==> config.mk <==
export PLATFORM = sky130hd
export DESIGN_NAME = grid_peak_detector_3x3
export DESIGN_NICKNAME = d
export VERILOG_FILES = /design/src/hw/rtl/gpd3_pkg.sv /design/src/hw/rtl/gpd3_ram.sv /design/src/hw/rtl/grid_peak_detector_3x3.sv
export SDC_FILE = /design/constraint.sdc
export NUM_CORES = 2
export LEC_CHECK = 0
export BUFFER_PORTS_ARGS = -buffer_cell sky130_fd_sc_hd__buf_2
export CORE_ASPECT_RATIO = 0.5
export CORE_UTILIZATION = 63
export CTS_CLUSTER_DIAMETER = 100
export DETAILED_ROUTE_END_ITERATION = 10
export PLACE_DENSITY = 0.8
export SKIP_LAST_GASP = 1
export SYNTH_ARGS = -nofsm -noshare
export SYNTH_HDL_FRONTEND = slang
export SYNTH_HIERARCHICAL = 1
export SYNTH_SLANG_ARGS = --single-unit
==> constraint.sdc <==
create_clock -name clk -period 11.1 [get_ports clk]
set_input_delay 1.11 -clock clk [delete_from_list [all_inputs] [get_ports clk]]
set_output_delay 1.11 -clock clk [all_outputs]
set_load 0.02 [all_outputs]
==> src/hw/rtl/gpd3_pkg.sv <==
// shared types and constants for the 3x3 grid peak detector
// used by the top level and its port checker
package gpd3_pkg;

    localparam int PIXEL_BITS     = 8;
    localparam int ROW_BITS       = 6;
    localparam int COLUMN_BITS    = 6;
    localparam int CFG_BITS       = 7;
    localparam int CFG_INDEX_BITS = 2;
    localparam int MAX_HEIGHT     = 64;
    localparam int RESULT_SLOTS   = 5;

    localparam logic [CFG_INDEX_BITS-1:0] CFG_GRID_WIDTH  = 2'd0;
    localparam logic [CFG_INDEX_BITS-1:0] CFG_GRID_HEIGHT = 2'd1;

    localparam logic [CFG_BITS-1:0] GRID_WIDTH_RESET  = 7'd20;
    localparam logic [CFG_BITS-1:0] GRID_HEIGHT_RESET = 7'd20;

    localparam logic KIND_PEAK    = 1'b0;
    localparam logic KIND_SUMMARY = 1'b1;

    typedef logic [PIXEL_BITS-1:0] pixel_t;
    typedef pixel_t window_t [9];

    typedef struct packed {
        logic                   kind;
        pixel_t                 peak_value;
        logic [ROW_BITS-1:0]    peak_row;
        logic [COLUMN_BITS-1:0] peak_column;
        logic                   any_peak;
        pixel_t                 largest_peak;
        pixel_t                 smallest_peak;
    } result_t;

endpackage

==> src/hw/rtl/gpd3_ram.sv <==
// generic single-write, single-read synchronous ram with registered read data
// no dependencies
module gpd3_ram #(
    parameter int WIDTH = 16,
    parameter int DEPTH = 64
) (
    input  logic                              clk,
    input  logic                              wr_en,
    input  logic [(DEPTH > 1 ? $clog2(DEPTH) : 1)-1:0] wr_addr,
    input  logic [WIDTH-1:0]                  wr_data,
    input  logic                              rd_en,
    input  logic [(DEPTH > 1 ? $clog2(DEPTH) : 1)-1:0] rd_addr,
    output logic [WIDTH-1:0]                  rd_data
);

    logic [WIDTH-1:0] mem [DEPTH];

    always_ff @(posedge clk)
    begin
        if (wr_en)
        begin
            mem[wr_addr] <= wr_data;
        end
        if (rd_en)
        begin
            rd_data <= mem[rd_addr];
        end
    end

endmodule

==> src/hw/rtl/grid_peak_detector_3x3.sv <==
// top level of the 3x3 grid peak detector: line memory, window, peak logic, result queue
// depends on gpd3_pkg and gpd3_ram
//
// Pixels enter in raster order at one beat per cycle unless the decision stage stalls.
// The two previous rows live in one line memory of MAX_WIDTH entries, read when a pixel
// is taken and written back as the pixel leaves the decision stage. A pixel whose
// decisions yield results (up to four peak reports plus the frame summary on the final
// pixel) parks them in a five-entry pending set that drains one beat per cycle into the
// output register while the result side is ready; the input keeps taking one pixel per
// cycle as long as each item's results drain before the next item leaves the decision
// stage. The results of a pixel pass from the decision stage through the pending set
// into the output register. A write to either size register restarts the frame.
module grid_peak_detector_3x3
    import gpd3_pkg::*;
#(
    parameter int MAX_WIDTH = 64
) (
    input  logic                      clk,
    input  logic                      rst_n,

    input  logic                      cfg_valid,
    output logic                      cfg_ready,
    input  logic [CFG_INDEX_BITS-1:0] cfg_index,
    input  logic [CFG_BITS-1:0]       cfg_data,

    input  logic                      pix_valid,
    output logic                      pix_ready,
    input  logic [PIXEL_BITS-1:0]     pixel,

    output logic                      res_valid,
    input  logic                      res_ready,
    output logic                      kind,
    output logic [PIXEL_BITS-1:0]     peak_value,
    output logic [ROW_BITS-1:0]       peak_row,
    output logic [COLUMN_BITS-1:0]    peak_column,
    output logic                      any_peak,
    output logic [PIXEL_BITS-1:0]     largest_peak,
    output logic [PIXEL_BITS-1:0]     smallest_peak,
    output logic                      last
);

    localparam int COL_BITS  = $clog2(MAX_WIDTH);
    localparam int LINE_BITS = 2 * PIXEL_BITS;
    localparam int SEL_BITS  = $clog2(RESULT_SLOTS);

    function automatic logic [COL_BITS-1:0] last_col_of(input logic [CFG_BITS-1:0] gw);
        logic [COL_BITS-1:0] lc;
        if (gw == '0)
        begin
            lc = '0;
        end
        else if (32'(gw) > MAX_WIDTH)
        begin
            lc = COL_BITS'(MAX_WIDTH - 1);
        end
        else
        begin
            lc = COL_BITS'(gw - 1'b1);
        end
        return lc;
    endfunction

    function automatic logic [ROW_BITS-1:0] last_row_of(input logic [CFG_BITS-1:0] gh);
        logic [ROW_BITS-1:0] lr;
        if (gh == '0)
        begin
            lr = '0;
        end
        else if (32'(gh) > MAX_HEIGHT)
        begin
            lr = ROW_BITS'(MAX_HEIGHT - 1);
        end
        else
        begin
            lr = ROW_BITS'(gh - 1'b1);
        end
        return lr;
    endfunction

    function automatic logic [COLUMN_BITS-1:0] col_out(input logic [COL_BITS-1:0] c);
        logic [COL_BITS+COLUMN_BITS-1:0] ext;
        ext = {{COLUMN_BITS{1'b0}}, c};
        return ext[COLUMN_BITS-1:0];
    endfunction

    // center at window (wr, wc); neighbors off the grid edge or off the window are skipped
    function automatic logic is_peak(input window_t win, input int wr, input int wc,
                                     input logic up_ok, input logic dn_ok,
                                     input logic lf_ok, input logic rt_ok);
        logic   pk;
        logic   ok;
        pixel_t ctr;
        int     xr;
        int     xc;
        pk  = 1'b1;
        ctr = win[wr * 3 + wc];
        for (int dr = -1; dr <= 1; dr++)
        begin
            for (int dc = -1; dc <= 1; dc++)
            begin
                xr = wr + dr;
                xc = wc + dc;
                ok = !(dr == 0 && dc == 0);
                if (dr < 0 && !up_ok) ok = 1'b0;
                if (dr > 0 && !dn_ok) ok = 1'b0;
                if (dc < 0 && !lf_ok) ok = 1'b0;
                if (dc > 0 && !rt_ok) ok = 1'b0;
                if (xr < 0 || xr > 2 || xc < 0 || xc > 2) ok = 1'b0;
                if (ok && ctr <= win[(xr * 3 + xc) % 9]) pk = 1'b0;
            end
        end
        return pk;
    endfunction

    // configuration, held as the last valid column and row
    logic [COL_BITS-1:0] last_col_reg;
    logic [ROW_BITS-1:0] last_row_reg;

    // position of the next pixel to be taken
    logic [COL_BITS-1:0] col_reg;
    logic [ROW_BITS-1:0] row_reg;

    // decision stage
    logic                 s1_valid_reg;
    pixel_t               s1_pixel_reg;
    logic [COL_BITS-1:0]  s1_col_reg;
    logic [ROW_BITS-1:0]  s1_row_reg;
    logic                 s1_fwd_reg;
    logic [LINE_BITS-1:0] fwd_reg;
    window_t              win_reg;
    window_t              win_next;

    pixel_t max_reg;
    pixel_t min_reg;
    logic   found_reg;

    logic [RESULT_SLOTS-1:0] pend_mask_reg;
    result_t                 pend_reg [RESULT_SLOTS];

    logic    res_valid_reg;
    result_t res_reg;
    logic    res_last_reg;

    logic                 pix_accept;
    logic                 cfg_accept;
    logic                 cfg_known;
    logic [LINE_BITS-1:0] ram_rd_data;
    logic [LINE_BITS-1:0] line_rd;
    pixel_t               top_pix;
    pixel_t               mid_pix;
    logic                 s1_adv;
    logic                 s1_last_row;
    logic                 s1_last_col;
    logic                 row_ge1;
    logic                 col_ge1;
    logic                 pk11;
    logic                 pk21;
    logic                 pk12;
    logic                 pk22;
    logic [RESULT_SLOTS-1:0] slot_mask;
    result_t              slot_res [RESULT_SLOTS];
    pixel_t               cand_val [RESULT_SLOTS-1];
    pixel_t               max_upd;
    pixel_t               min_upd;
    logic                 found_upd;
    logic                 drain;
    logic [RESULT_SLOTS-1:0] sel_onehot;
    logic [SEL_BITS-1:0]  sel_idx;
    logic [RESULT_SLOTS-1:0] pend_left;
    logic                 pend_done;
    logic [ROW_BITS-1:0]  row_m1;
    logic [COL_BITS-1:0]  col_m1;

    assign cfg_ready  = 1'b1;
    assign cfg_accept = cfg_valid && cfg_ready;
    assign cfg_known  = (cfg_index == CFG_GRID_WIDTH) || (cfg_index == CFG_GRID_HEIGHT);

    gpd3_ram #(
        .WIDTH (LINE_BITS),
        .DEPTH (MAX_WIDTH)
    ) u_line_ram (
        .clk     (clk),
        .wr_en   (s1_adv),
        .wr_addr (s1_col_reg),
        .wr_data ({mid_pix, s1_pixel_reg}),
        .rd_en   (pix_accept),
        .rd_addr (col_reg),
        .rd_data (ram_rd_data)
    );

    // a one-pixel-wide grid reads the entry written back in the same cycle
    assign line_rd = s1_fwd_reg ? fwd_reg : ram_rd_data;
    assign top_pix = line_rd[LINE_BITS-1:PIXEL_BITS];
    assign mid_pix = line_rd[PIXEL_BITS-1:0];

    always_comb
    begin
        for (int i = 0; i < 3; i++)
        begin
            win_next[i * 3]     = win_reg[i * 3 + 1];
            win_next[i * 3 + 1] = win_reg[i * 3 + 2];
        end
        win_next[2] = top_pix;
        win_next[5] = mid_pix;
        win_next[8] = s1_pixel_reg;
    end

    assign s1_last_row = (s1_row_reg == last_row_reg);
    assign s1_last_col = (s1_col_reg == last_col_reg);
    assign row_ge1     = (s1_row_reg != '0);
    assign col_ge1     = (s1_col_reg != '0);
    assign row_m1      = s1_row_reg - 1'b1;
    assign col_m1      = s1_col_reg - 1'b1;

    always_comb
    begin
        pk11 = is_peak(win_next, 1, 1, s1_row_reg > ROW_BITS'(1), row_m1 < last_row_reg,
                       s1_col_reg > COL_BITS'(1), col_m1 < last_col_reg);
        pk21 = is_peak(win_next, 2, 1, row_ge1, s1_row_reg < last_row_reg,
                       s1_col_reg > COL_BITS'(1), col_m1 < last_col_reg);
        pk12 = is_peak(win_next, 1, 2, s1_row_reg > ROW_BITS'(1), row_m1 < last_row_reg,
                       col_ge1, s1_col_reg < last_col_reg);
        pk22 = is_peak(win_next, 2, 2, row_ge1, s1_row_reg < last_row_reg,
                       col_ge1, s1_col_reg < last_col_reg);
    end

    // slots in report order: upper-left, lower-left, upper-right, lower-right, summary
    always_comb
    begin
        slot_mask[0] = row_ge1 && col_ge1 && pk11;
        slot_mask[1] = s1_last_row && col_ge1 && pk21;
        slot_mask[2] = s1_last_col && row_ge1 && pk12;
        slot_mask[3] = s1_last_col && s1_last_row && pk22;
        slot_mask[4] = s1_last_col && s1_last_row;

        cand_val[0] = win_next[4];
        cand_val[1] = win_next[7];
        cand_val[2] = win_next[5];
        cand_val[3] = win_next[8];

        max_upd   = max_reg;
        min_upd   = min_reg;
        found_upd = found_reg;
        for (int i = 0; i < RESULT_SLOTS - 1; i++)
        begin
            if (slot_mask[i])
            begin
                if (cand_val[i] > max_upd) max_upd = cand_val[i];
                if (cand_val[i] < min_upd) min_upd = cand_val[i];
                found_upd = 1'b1;
            end
        end

        for (int i = 0; i < RESULT_SLOTS; i++)
        begin
            slot_res[i] = '0;
        end
        slot_res[0].kind        = KIND_PEAK;
        slot_res[0].peak_value  = cand_val[0];
        slot_res[0].peak_row    = row_m1;
        slot_res[0].peak_column = col_out(col_m1);
        slot_res[1].kind        = KIND_PEAK;
        slot_res[1].peak_value  = cand_val[1];
        slot_res[1].peak_row    = s1_row_reg;
        slot_res[1].peak_column = col_out(col_m1);
        slot_res[2].kind        = KIND_PEAK;
        slot_res[2].peak_value  = cand_val[2];
        slot_res[2].peak_row    = row_m1;
        slot_res[2].peak_column = col_out(s1_col_reg);
        slot_res[3].kind        = KIND_PEAK;
        slot_res[3].peak_value  = cand_val[3];
        slot_res[3].peak_row    = s1_row_reg;
        slot_res[3].peak_column = col_out(s1_col_reg);
        slot_res[4].kind          = KIND_SUMMARY;
        slot_res[4].any_peak      = found_upd;
        slot_res[4].largest_peak  = found_upd ? max_upd : '0;
        slot_res[4].smallest_peak = found_upd ? min_upd : '0;
    end

    // pick the pending result with the lowest slot index, the first in report order
    always_comb
    begin
        sel_onehot = '0;
        sel_idx    = '0;
        for (int i = RESULT_SLOTS - 1; i >= 0; i--)
        begin
            if (pend_mask_reg[i])
            begin
                sel_onehot = '0;
                sel_onehot[i] = 1'b1;
                sel_idx = SEL_BITS'(i);
            end
        end
    end

    assign drain     = (pend_mask_reg != '0) && (!res_valid_reg || res_ready);
    assign pend_left = pend_mask_reg & ~sel_onehot;
    assign pend_done = (pend_mask_reg == '0) || (drain && (pend_left == '0));
    assign s1_adv    = s1_valid_reg && pend_done;
    assign pix_ready = !s1_valid_reg || s1_adv;
    assign pix_accept = pix_valid && pix_ready;

    always_ff @(posedge clk or negedge rst_n)
    begin
        if (!rst_n)
        begin
            last_col_reg  <= last_col_of(GRID_WIDTH_RESET);
            last_row_reg  <= last_row_of(GRID_HEIGHT_RESET);
            col_reg       <= '0;
            row_reg       <= '0;
            s1_valid_reg  <= 1'b0;
            s1_fwd_reg    <= 1'b0;
            max_reg       <= '0;
            min_reg       <= '1;
            found_reg     <= 1'b0;
            pend_mask_reg <= '0;
            res_valid_reg <= 1'b0;
            for (int i = 0; i < 9; i++)
            begin
                win_reg[i] <= '0;
            end
        end
        else
        begin
            if (cfg_accept && cfg_known)
            begin
                unique case (cfg_index)
                    CFG_GRID_WIDTH:  last_col_reg <= last_col_of(cfg_data);
                    CFG_GRID_HEIGHT: last_row_reg <= last_row_of(cfg_data);
                    default: ;
                endcase
                col_reg   <= '0;
                row_reg   <= '0;
                max_reg   <= '0;
                min_reg   <= '1;
                found_reg <= 1'b0;
            end
            else
            begin
                if (pix_accept)
                begin
                    if (col_reg == last_col_reg)
                    begin
                        col_reg <= '0;
                        row_reg <= (row_reg == last_row_reg) ? '0 : row_reg + 1'b1;
                    end
                    else
                    begin
                        col_reg <= col_reg + 1'b1;
                    end
                end
                if (s1_adv)
                begin
                    if (slot_mask[4])
                    begin
                        max_reg   <= '0;
                        min_reg   <= '1;
                        found_reg <= 1'b0;
                    end
                    else
                    begin
                        max_reg   <= max_upd;
                        min_reg   <= min_upd;
                        found_reg <= found_upd;
                    end
                end
            end

            if (pix_accept)
            begin
                s1_valid_reg <= 1'b1;
                s1_fwd_reg   <= s1_valid_reg && (s1_col_reg == col_reg);
            end
            else if (s1_adv)
            begin
                s1_valid_reg <= 1'b0;
            end

            if (s1_adv)
            begin
                win_reg       <= win_next;
                pend_mask_reg <= slot_mask;
            end
            else if (drain)
            begin
                pend_mask_reg <= pend_left;
            end

            if (drain)
            begin
                res_valid_reg <= 1'b1;
            end
            else if (res_ready)
            begin
                res_valid_reg <= 1'b0;
            end
        end
    end

    // payload registers
    always_ff @(posedge clk)
    begin
        if (pix_accept)
        begin
            s1_pixel_reg <= pixel;
            s1_col_reg   <= col_reg;
            s1_row_reg   <= row_reg;
            fwd_reg      <= {mid_pix, s1_pixel_reg};
        end
        if (s1_adv)
        begin
            pend_reg <= slot_res;
        end
        if (drain)
        begin
            res_reg      <= pend_reg[sel_idx];
            res_last_reg <= (pend_left == '0);
        end
    end

    assign res_valid     = res_valid_reg;
    assign kind          = res_reg.kind;
    assign peak_value    = res_reg.peak_value;
    assign peak_row      = res_reg.peak_row;
    assign peak_column   = res_reg.peak_column;
    assign any_peak      = res_reg.any_peak;
    assign largest_peak  = res_reg.largest_peak;
    assign smallest_peak = res_reg.smallest_peak;
    assign last          = res_last_reg;

endmodule

==> parameters.txt <==
Parameter                              Value

Critical path
  Highest net fanout along the worst path    16
  Max incr delay on CP    0.71 ns
  Critical Path End Type    flop
  Kind of launch point of the worst setup path    flop
  Cell with the largest stage delay on the worst path    sky130_fd_sc_hd__edfxtp_1
  Data required time at the worst endpoint    11.53 ns
  Arrival time at the worst endpoint    10.13 ns
  Category of the most critical setup path    flop to flop
  Cell occurring most often along the worst timing path    sky130_fd_sc_hd__a21oi_1
  Slack of the worst reg-to-reg path    1.41 ns
  Cell count of the worst reg-to-reg path    39

Place
  Number of placed instances, taps included    4,474
  RD Place Congestion    0.917
  HPWL after detailed placement    82.4 mm
  Input/output buffers    62
  Instance area at placement    57,300 um2

Logic synthesis
  Sequential cell area fraction in the yosys report    68.6%
  XOR/XNOR share of the synthesized area    0.662%
  Proportion of synthesized flip-flops having asynchronous set or reset    7.55%
  Top area cells in the synthesized netlist    sky130_fd_sc_hd__edfxtp_1, sky130_fd_sc_hd__mux4_2, sky130_fd_sc_hd__ha_1
  Distinct cell type count of the synthesized netlist    88
  Syn Std Cell Area    55,600 um2
  Portion of netlist area occupied by mux cells    12.7%
  Post-Syn Nets    3,508
  Arithmetic-cell share of the synthesized area counting full adders, half adders and majority gates    4.51%
  Dominant register cell in the synthesized netlist    sky130_fd_sc_hd__edfxtp_1
  Simple-gate area share of the yosys netlist    5.34%
  Total of flip-flops plus latches after synthesis    1,285
  Post-Syn Instances    3,287
  Compound-cell area share of the yosys netlist    5.86%
  Mean cell area of the mapped netlist    16.9 um2
  Share of the synthesized area in the top cell type    64.2%
  Post-synth EDFFs    1,188
  Library cell with the largest summed area after synthesis    sky130_fd_sc_hd__edfxtp_1
  Largest family of logic cells by synthesized area    multiplexers
  Number of warnings printed during yosys synthesis    6

STA
  Worst slew slack as a fraction of its limit    23.8%
  Highest clock frequency the design can meet    103 MHz
  RSZ-0062 raised after global routing    false
  Final slew viol count    0
  Number of hold violations in the final report    0
  Sum Neg Setup Slack    0 ns
  Final setup violation count    0
  Portion of the clock cycle consumed by the worst path in the final layout    87.3%
  Transition time at the pin with the least slew margin    1.14 ns
  Fin Clk Skew    0.0537 ns
  Shortest clock period the worst path allows after layout    9.69 ns

Floorplan
  I/O pin count    64
  Initial core utilization    64.1%
  Placeable core region    86,700 um2
  Cell row count    76
  Area of the die    89,500 um2
  Chip height    212 um
  Chip Width    422 um

Final layout
  Number of flip-flops under the largest register name    1,024
  Nets    3,633
  Post-route cell area    60,800 um2
  Area of combinational cells with multiple inputs    16,200 um2
  Commonest cells after routing, fill and taps aside    sky130_fd_sc_hd__edfxtp_1, sky130_fd_sc_hd__mux4_2, sky130_fd_sc_hd__ha_1, sky130_fd_sc_hd__nand2_1, sky130_fd_sc_hd__a21oi_1
  Layout cell share with drive strength beyond 1    19.6%
  Finished Core Util    70.1%
  Fill cell instance count of the final layout    5,171
  Post-Layout Cell Count    4,674
  Leading cell type in the layout, fill and taps excluded    sky130_fd_sc_hd__edfxtp_1
  Area growth from synthesis to final layout    9.39%
  Total area of sequential cells    38,100 um2

Drt
  Mean number of vias per cell    6.80
  Residual DRC count    0
  Post-route ant nets    0
  DRT Wirelength    139 mm
  Drt initial violations    4,652
  Post-detailed-route wirelength per cell    29.7 um
  Number of vias after detailed routing    31,772
  Number of iterations in the first detailed-routing pass    6

GRT
  M2 GR Usage    49.2%
  GR Util met3    6.32%
  Global routing's busiest layer    met2
  Vias in the first global route    30,856
  Overall routing resource usage    31.6%
  Met1 track demand over resource in global routing    45.1%
  Maximum number of pins on one net before global-route repair    121
  Global route overflow    0
  Number of antenna violations at the first check in global routing    3
  Wire length of the first global-routing pass    205 mm

Clock network
  Cts hold-fix bufs    0
  Worst-path clk slew    0.07 ns
  Clk buf depth    3
  Post-CTS resize count    0
  Clock tree from TritonCTS    done
  Worst-skew pair later-pin latency    0.73 ns
  Depth of the CTS H-tree    3
  Number of buffers inserted during clock tree synthesis    106
  Post-CTS Setup Bufs    0
  Number of clock sinks    1,285
  Root cell of the clock tree    sky130_fd_sc_hd__clkbuf_16

Hold path
  Class of the worst hold path    primary input to async pin

Power and ir drop
  Overall power after layout    13.3 mW
  Peak ir drop on the vdd network    0.156 mV
  P per Cell Area    219 nW/um2
  Static leakage    20.7 nW

Outcome
  Outcome    completed

Flow run
  Number of maximum-capacitance violations    0
synthesized netlist by cell type, types with 18 or more instances:
cell                          n
sky130_fd_sc_hd__a31oi_1     21
sky130_fd_sc_hd__nand2_1    182
sky130_fd_sc_hd__buf_2       37
sky130_fd_sc_hd__edfxtp_1  1188
sky130_fd_sc_hd__nor2b_1     60
sky130_fd_sc_hd__nand4_1     44
sky130_fd_sc_hd__mux4_2     228
sky130_fd_sc_hd__mux2i_1    112
sky130_fd_sc_hd__ha_1       199
sky130_fd_sc_hd__dfrtp_1     83
sky130_fd_sc_hd__nand3_1     46
sky130_fd_sc_hd__inv_1      102
sky130_fd_sc_hd__buf_6       21
sky130_fd_sc_hd__a21o_1      23
sky130_fd_sc_hd__xnor2_1     25
sky130_fd_sc_hd__nor3_1      32
sky130_fd_sc_hd__clkbuf_1    58
sky130_fd_sc_hd__o21ai_0    122
sky130_fd_sc_hd__a21oi_1    132
sky130_fd_sc_hd__nand2b_1    18
sky130_fd_sc_hd__nor2_1     139
sky130_fd_sc_hd__a211oi_1    25
sky130_fd_sc_hd__a22oi_1     49
sky130_fd_sc_hd__and2_1      23
sky130_fd_sc_hd__mux2_2      48
power by group:
part / total, mW / switching, mW / internal (mW)
clock: 3.84 / 1.76 / 2.07
sequential: 6.08 / 0.259 / 5.82
combinational: 3.38 / 2.15 / 1.23
cells by family after synthesis:
group,count (synthesis)
compound gates,506
xor+xnor,42
fa+ha+maj,201
buf+inv,251
flops,1285
mux,402
other cells,1
simple gates,599
final cells by class:
class | count | share of cell area, %
Tap cell | 1170 | 2.41
Antenna cell | 1 | 0.00411
Inverter | 103 | 0.640
Clock inverter | 66 | 1.22
Clock buffer | 133 | 4.56
Sequential cell | 1285 | 62.7
Timing Repair Buffer | 165 | 1.81
Multi-Input combinational cell | 1751 | 26.7
critical path, delay by kind of cell, from the launching register on:
kind                     cells  cell delay, ns
AO/OA/AOI/OAI               20            4.48
XOR/XNOR                     1            0.09
adder cells (fa/ha/maj)      5            1.45
buffers and inverters        2            0.36
flip-flops                   1            0.71
multiplexers                 2            0.83
AND/OR/NAND/NOR              9            1.47
per-layer routing:
layer / routed length, um / vias to the layer above
li1: - / 13310
met2: 64800 / 2045
met5: 13 / -
met3: 14700 / 305
met1: 54200 / 16110
met4: 5070 / 2
path summary, 6_finish.rpt:
| kind | start | end |
|---|---|---|
| worst max-delay path | s1_col_reg[1]$_DFFE_PP_ | pend_reg[7]$_SDFFCE_PP0P_ |
| worst min-delay path | rst_n | win_next[65]$_DFFE_PN0P_ |
| worst max register to register | s1_col_reg[1]$_DFFE_PP_ | pend_reg[7]$_SDFFCE_PP0P_ |
| worst min register to register | win_next[61]$_DFFE_PN0P_ | win_next[69]$_DFFE_PN0P_ |
| max in group asynchronous | rst_n | col_reg[0]$_DFFE_PN0P_ |
| min in group clk | win_next[61]$_DFFE_PN0P_ | win_next[69]$_DFFE_PN0P_ |
metrics by stage:
step	hold slack, ns	setup slack (ns)
global route	0.340	0.608
detailed placement	0.490	1.56
finish	0.332	1.41
CTS	0.316	1.48
global placement	0.471	1.72
floorplan	0.439	1.78
Note: power is estimated with default switching activity, not from simulation.
